### src/hdl/sts_pkg.sv
package sts_pkg;

	localparam int TIME_W = 32;
	localparam int KEY_W  = 34;
	localparam int TEXT_W = 16;
	localparam int LI_W   = 8;
	localparam int CMD_W  = 2;
	localparam int STAT_W = 2;

	typedef enum logic [CMD_W-1:0] {
		CMD_CLEAR  = 2'd0,
		CMD_INSERT = 2'd1,
		CMD_FIND   = 2'd2,
		CMD_LINE   = 2'd3
	} cmd_t;

	typedef enum logic [STAT_W-1:0] {
		ST_OK   = 2'd0,
		ST_FULL = 2'd1,
		ST_MISS = 2'd2
	} status_t;

	typedef enum logic [1:0] {
		S_IDLE,
		S_CMP,
		S_SEL,
		S_FIN
	} state_t;

	typedef struct packed {
		logic cmp;
		logic ins;
		logic find;
		logic line;
	} cell_ctl_t;

endpackage

### src/hdl/sts_cell.sv
module sts_cell #(
	parameter int IW = 8
) (
	input  logic                                clk,
	input  logic                                arst_n,
	input  sts_pkg::cell_ctl_t                  ctl,
	input  logic                                live,
	input  logic                                line_sel,
	input  logic [IW-1:0]                       index,
	input  logic signed [sts_pkg::KEY_W-1:0]    key,
	input  logic [sts_pkg::TIME_W-1:0]          new_time,
	input  logic [sts_pkg::TEXT_W-1:0]          new_text,
	input  logic                                prev_le,
	input  logic [sts_pkg::TIME_W-1:0]          prev_time,
	input  logic [sts_pkg::TEXT_W-1:0]          prev_text,
	input  logic                                next_le,
	output logic                                le,
	output logic [sts_pkg::TIME_W-1:0]          entry_time,
	output logic [sts_pkg::TEXT_W-1:0]          entry_text,
	output logic                                hit,
	output logic [sts_pkg::TIME_W-1:0]          hit_time,
	output logic [sts_pkg::TEXT_W-1:0]          hit_text,
	output logic [IW-1:0]                       hit_index
);

	logic                          le_q;
	logic [sts_pkg::TIME_W-1:0]    time_q;
	logic [sts_pkg::TEXT_W-1:0]    text_q;
	logic signed [sts_pkg::KEY_W-1:0] time_ext;

	assign time_ext = $signed({2'b00, time_q});

	always_ff @(posedge clk or negedge arst_n) begin
		if (!arst_n) begin
			le_q <= 1'b0;
		end else if (ctl.cmp) begin
			le_q <= live && (time_ext <= key);
		end
	end

	// entries above the insert point move up by one
	always_ff @(posedge clk) begin
		if (ctl.ins && !le_q) begin
			if (prev_le) begin
				time_q <= new_time;
				text_q <= new_text;
			end else begin
				time_q <= prev_time;
				text_q <= prev_text;
			end
		end
	end

	assign le         = le_q;
	assign entry_time = time_q;
	assign entry_text = text_q;
	assign hit        = (ctl.find && le_q && !next_le) || (ctl.line && live && line_sel);
	assign hit_time   = hit ? time_q : '0;
	assign hit_text   = hit ? text_q : '0;
	assign hit_index  = hit ? index : '0;

endmodule

### config.mk
export PLATFORM = sky130hd
export DESIGN_NAME = sts_cell
export DESIGN_NICKNAME = d
export VERILOG_FILES = /design/src/hdl/sts_pkg.sv /design/src/hdl/sts_cell.sv
export SDC_FILE = /design/constraint.sdc
export NUM_CORES = 1
export LEC_CHECK = 0
export BUFFER_PORTS_ARGS = -buffer_cell sky130_fd_sc_hd__buf_2
export CAP_MARGIN = 30
export CORE_AREA = 2 2 99 101
export DETAILED_ROUTE_END_ITERATION = 7
export DIE_AREA = 0 0 101 103
export GPL_ROUTABILITY_DRIVEN = 0
export PLACE_DENSITY = 0.73
export SLEW_MARGIN = 20
export SYNTH_ARGS = -nofsm -noshare
export SYNTH_HDL_FRONTEND = slang
export SYNTH_SLANG_ARGS = --single-unit
### constraint.sdc
create_clock -name clk -period 3.37 [get_ports clk]
set_input_delay 0.674 -clock clk [delete_from_list [all_inputs] [get_ports clk]]
set_output_delay 0.674 -clock clk [all_outputs]
set_load 0.02 [all_outputs]
# Yosys cells after proc, flatten, opt, wreduce, memory -nomap -nowiden
# Index checks and enable logic that the tools add are counted.
# word_totals
input_bits	148
ff_bits	49
output_inout_bits	106
wordCells	18
# op_classes
muxes	5
n_reduce_logical	9
n_lt_le_gt_ge	1
# ops
op	n
two-way mux 32 bit	2
less-or-equal comparator 33 x 34 -> 1 bit	1
two-way mux 16 bit	2
two-way mux 8 bit	1
logical AND 1 bit	6
logical NOT 1 bit	2
logical OR 1 bit	1

# Depth between registers and ports, before layout
# logic_depth
word_depth	4
mapped_depth	7
ltp_nobuf	7

# Worst setup path after synthesis
# Ideal clock, no wire load.
# synth_timing
kind	input to register
startpoint	input ctl[2] (netlist name)
endpoint	register text_q (netlist bit entry_text[0]) (enable)
t_required_ns	2.911
t_arrival_ns	2.805
path_stages	1
setup_slack_ns	0.106
setup_time_ns	0.459
path_buffers	0
path_cell_list	nor2b_1
# synth_between
elab_chain_len	1
# synth_lines
element	line	source
start: declaration	sts_cell.sv:6	input sts_pkg::cell_ctl_t ctl,
logical AND 1 bit	sts_cell.sv:43	if (ctl.ins && !le_q) begin
end signal: assignment	sts_cell.sv:46	text_q <= new_text;
end signal: assignment	sts_cell.sv:49	text_q <= prev_text;
end: declaration	sts_cell.sv:28	logic [sts_pkg::TEXT_W-1:0] text_q;
# Every way passes these cells.
# A chain may end at the register's enable or synchronous reset.

# Final worst setup path
# layout_timing
startpoint	register le_q (netlist: le)
endpoint	output hit_index[2]
# layout_between
elab_chain_len	4
# layout_lines
element	line	source
start: declaration	sts_cell.sv:26	logic le_q;
start signal: assignment	sts_cell.sv:37	le_q <= live && (time_ext <= key);
logical AND 1 bit (2 in series)	sts_cell.sv:57	assign hit = (ctl.find && le_q && !next_le) || (ctl.line && live && line_sel);
logical OR 1 bit	sts_cell.sv:57	
two-way mux 8 bit	sts_cell.sv:60	assign hit_index = hit ? index : '0;
end: declaration	sts_cell.sv:23	output logic [IW-1:0] hit_index
# Every way passes these cells.

==> flow_summary.yaml <==
setup_path:
  cp-startpoint: "le$_DFFE_PN0P_"
  critical_path.startpoint_type: "flop"
  worst-r2r-cell-count: 6
  path_cells: "nand2_1 > o21ai_4 > buf_4 > and2_1 > buf_2"
  r2r-start: "entry_time[28]$_DFFE_PP_"
  slowest_delay_ns: 0.44
  worst_ep_required_time_ns: 2.70
  path_class: "reg -> out"
  crit_path_max_fanout: 35
  cp_slowest_cell: "dfrtp_1"
  ff2ff_setup_slack_ns: 1.43
  r2r-end: "le$_DFFE_PN0P_"
  path_buf_inv: 2
  path_delay_family: "buffers and inverters"
  end_kind: "output pin"
  worstPathArrival_ns: 2.01
route:
  antenna_left: 0
  num_vias: 3103
  drt_pass1_iterations: 4
  routed_wl_um: 9440
  viasPerCell: 4.737
  drtIter0Drc: 84
  wl_per_cell_um: 14.41
  post-route-drc-count: 0
synth:
  syn_inst: 288
  synth-async-reset-ratio_pct: 2.041
  synth_seq_area_share_pct: 44.39
  synth_edf_count: 48
  yosysWarnings: 0
  synth_cell_types: 31
  synthFlopType: "edfxtp_1"
  synth-seq-cells: 49
  syn_avg_cell_area_um2: 11.47
  syn_area_um2: 3303
  synth_nets: 468
timing:
  final-setup-viol-count: 0
  slew_violations: 0
  fin_tns_setup_ns: 0
  worst_pin_slew_ns: 0.7403
  rsz0062_at_grt: "no"
  fin_crit_sh_pct: 79.74
  slew_headroom_pct: 50.54
  hold_viol: 0
  fmaxAchievable_mhz: 372.1
  skew_ns: 0.006854
  fin_crit_ns: 2.687
clock_tree:
  cts_resized: 0
  tritoncts: "built"
  cts_buffers: 5
  clk_pin_slew_ns: 0.09
  clkSinkCount: 49
  ctsHoldBuffers: 0
  clk_latency_ns: 0.30
  post-cts-setup-buffer-count: 0
  clockRootBuffer: "clkbuf_8"
  htree_levels: 2
  max-clock-path-buffers: 2
floorplanning:
  core_area_um2: 9459
  die_x_um: 101
  pin_count: 254
  dieArea_um2: 10400
  rows: 36
  dieHeight_um: 103
  start_util_pct: 34.92
grt:
  antenna_found_initial: 0
  grt_pass1_vias: 2893
  track_usage_pct: 16.82
  grt_start_max_net_pins: 49
  grt_pass1_wl_um: 13460
  grt_remaining_overflow: 0
flow_run:
  drv_cap: 0
cells_and_area:
  diodes: 0
  final_area_um2: 4798
  nets: 720
  finish.utilization_pct: 50.73
  fin_cells: 655
  drive_above_1_share_pct: 58.96
  area_growth_pct: 45.27
power_and_ir_drop:
  p_switching_w: 0.0005677
  swShare_pct: 33.30
  p_comb_share_pct: 33.7
  vdd_ir_drop_max_mv: 0.1756
  seqPwrFrac_pct: 46.0
  cellPowerDensity_nw_per_um2: 355.3
  intPower_w: 0.001137
  power_leakage_nw: 2.504
  finalPower_w: 0.001705
  clkPwrFrac_pct: 20.3
status:
  status: "finished, final reports clean"
placement:
  hpwl_um: 7777
  port_buffers: 253
  dpl_cell_area_um2: 4712
  post-place-cells: 647
hold_path:
  hp-class: "in -> async"
-- layout by cell type (no fill, tap or decap), drive strengths merged --
cell	instances
o21bai	1
nand4bb	1
nand2	6
mux2i	1
o2111ai	1
buf	256
edfxtp	48
clkbuf	5
ha	32
a21oi	12
clkinv	2
or4	1
clkinvlp	1
and2	56
nand4	8
a211oi	2
o21ai	8
nor4	2
inv	34
o211ai	3
nor3	1
dfrtp	1
mux2	48
nor2	3
nor2b	2
nand3	2
o311ai	1
a21o	3
-- per-layer routing --
metal / up-vias / global-route usage, % / routed length [µm]
met1: 1434 / 19.43 / 3664
met5: - / 0 / 0
met4: 0 / 3.534 / 73
met2: 135 / 31.95 / 5060
met3: 6 / 3.661 / 642
li1: 1528 / - / -
-- layout make-up --
| class | instances | area (µm²) |
|---|---|---|
| Tap cell | 114 | 142.6 |
| Sequential cell | 49 | 1466 |
| Fill cell | 869 | 4661 |
| Timing Repair Buffer | 256 | 1301 |
| Clock inverter | 3 | 17.52 |
| Multi-Input combinational cell | 194 | 1674 |
| Inverter | 34 | 127.6 |
| Clock buffer | 5 | 68.82 |
-- flip-flops by register name, indices dropped and copies added, names as in the netlist --
register and cells:
entry_text 16, le 1, entry_time 32
-- cells in the mapped netlist, types with 3 or more instances --
| cell | n | area (µm²) |
|---|---|---|
| edfxtp_1 | 48 | 1441 |
| nand4_1 | 7 | 43.79 |
| a21o_1 | 3 | 22.52 |
| a21oi_1 | 12 | 60.06 |
| o21ai_0 | 7 | 35.03 |
| and2_1 | 56 | 350.3 |
| ha_1 | 32 | 400.4 |
| nand2_1 | 6 | 22.52 |
| mux2_2 | 48 | 540.5 |
| clkbuf_1 | 4 | 15.01 |
| nor2_1 | 3 | 11.26 |
| inv_1 | 34 | 127.6 |
| buf_2 | 5 | 25.02 |
-- power groups by stage --
stage          Combinational, W  Sequential (W)  Clock (W)
3_3_place_gp           0.000565        0.000798          0
3_5_place_dp           0.000579        0.000799          0
2_1_floorplan          0.000278        0.000858          0
5_1_grt                0.000631        0.000793   0.000390
4_1_cts                0.000582        0.000786   0.000359
6_report               0.000574        0.000785   0.000346
-- through the flow --
step / hold WS, ns / setup slack (ns)
6_report: 0.1333 / 0.6826
2_1_floorplan: 0.3784 / 0.1064
3_3_place_gp: 0.4496 / 0.7959
3_5_place_dp: 0.4499 / 0.6927
5_1_grt: 0.1051 / 0.5247
4_1_cts: 0.1182 / 0.6444
-- worst max path at each step --
stage,to,depth (start not counted)
2_1_floorplan,entry_text[0]$_DFFE_PP_,1
3_3_place_gp,hit_time[10],6
3_5_place_dp,hit_index[2],6
4_1_cts,hit_index[2],5
5_1_grt,hit_time[6],5
6_report,hit_index[2],5
-- cells by family after synthesis --
| logic type | after synthesis | synth area share, % |
|---|---|---|
| DFF | 49 | 44.39 |
| and+or+nand+nor | 82 | 15.42 |
| adders and majority gates | 32 | 12.12 |
| AOI/OAI and AO/OA | 31 | 6.023 |
| muxes | 49 | 16.67 |
| buffers and inverters | 45 | 5.378 |
Power figures use the tool's default switching activity.
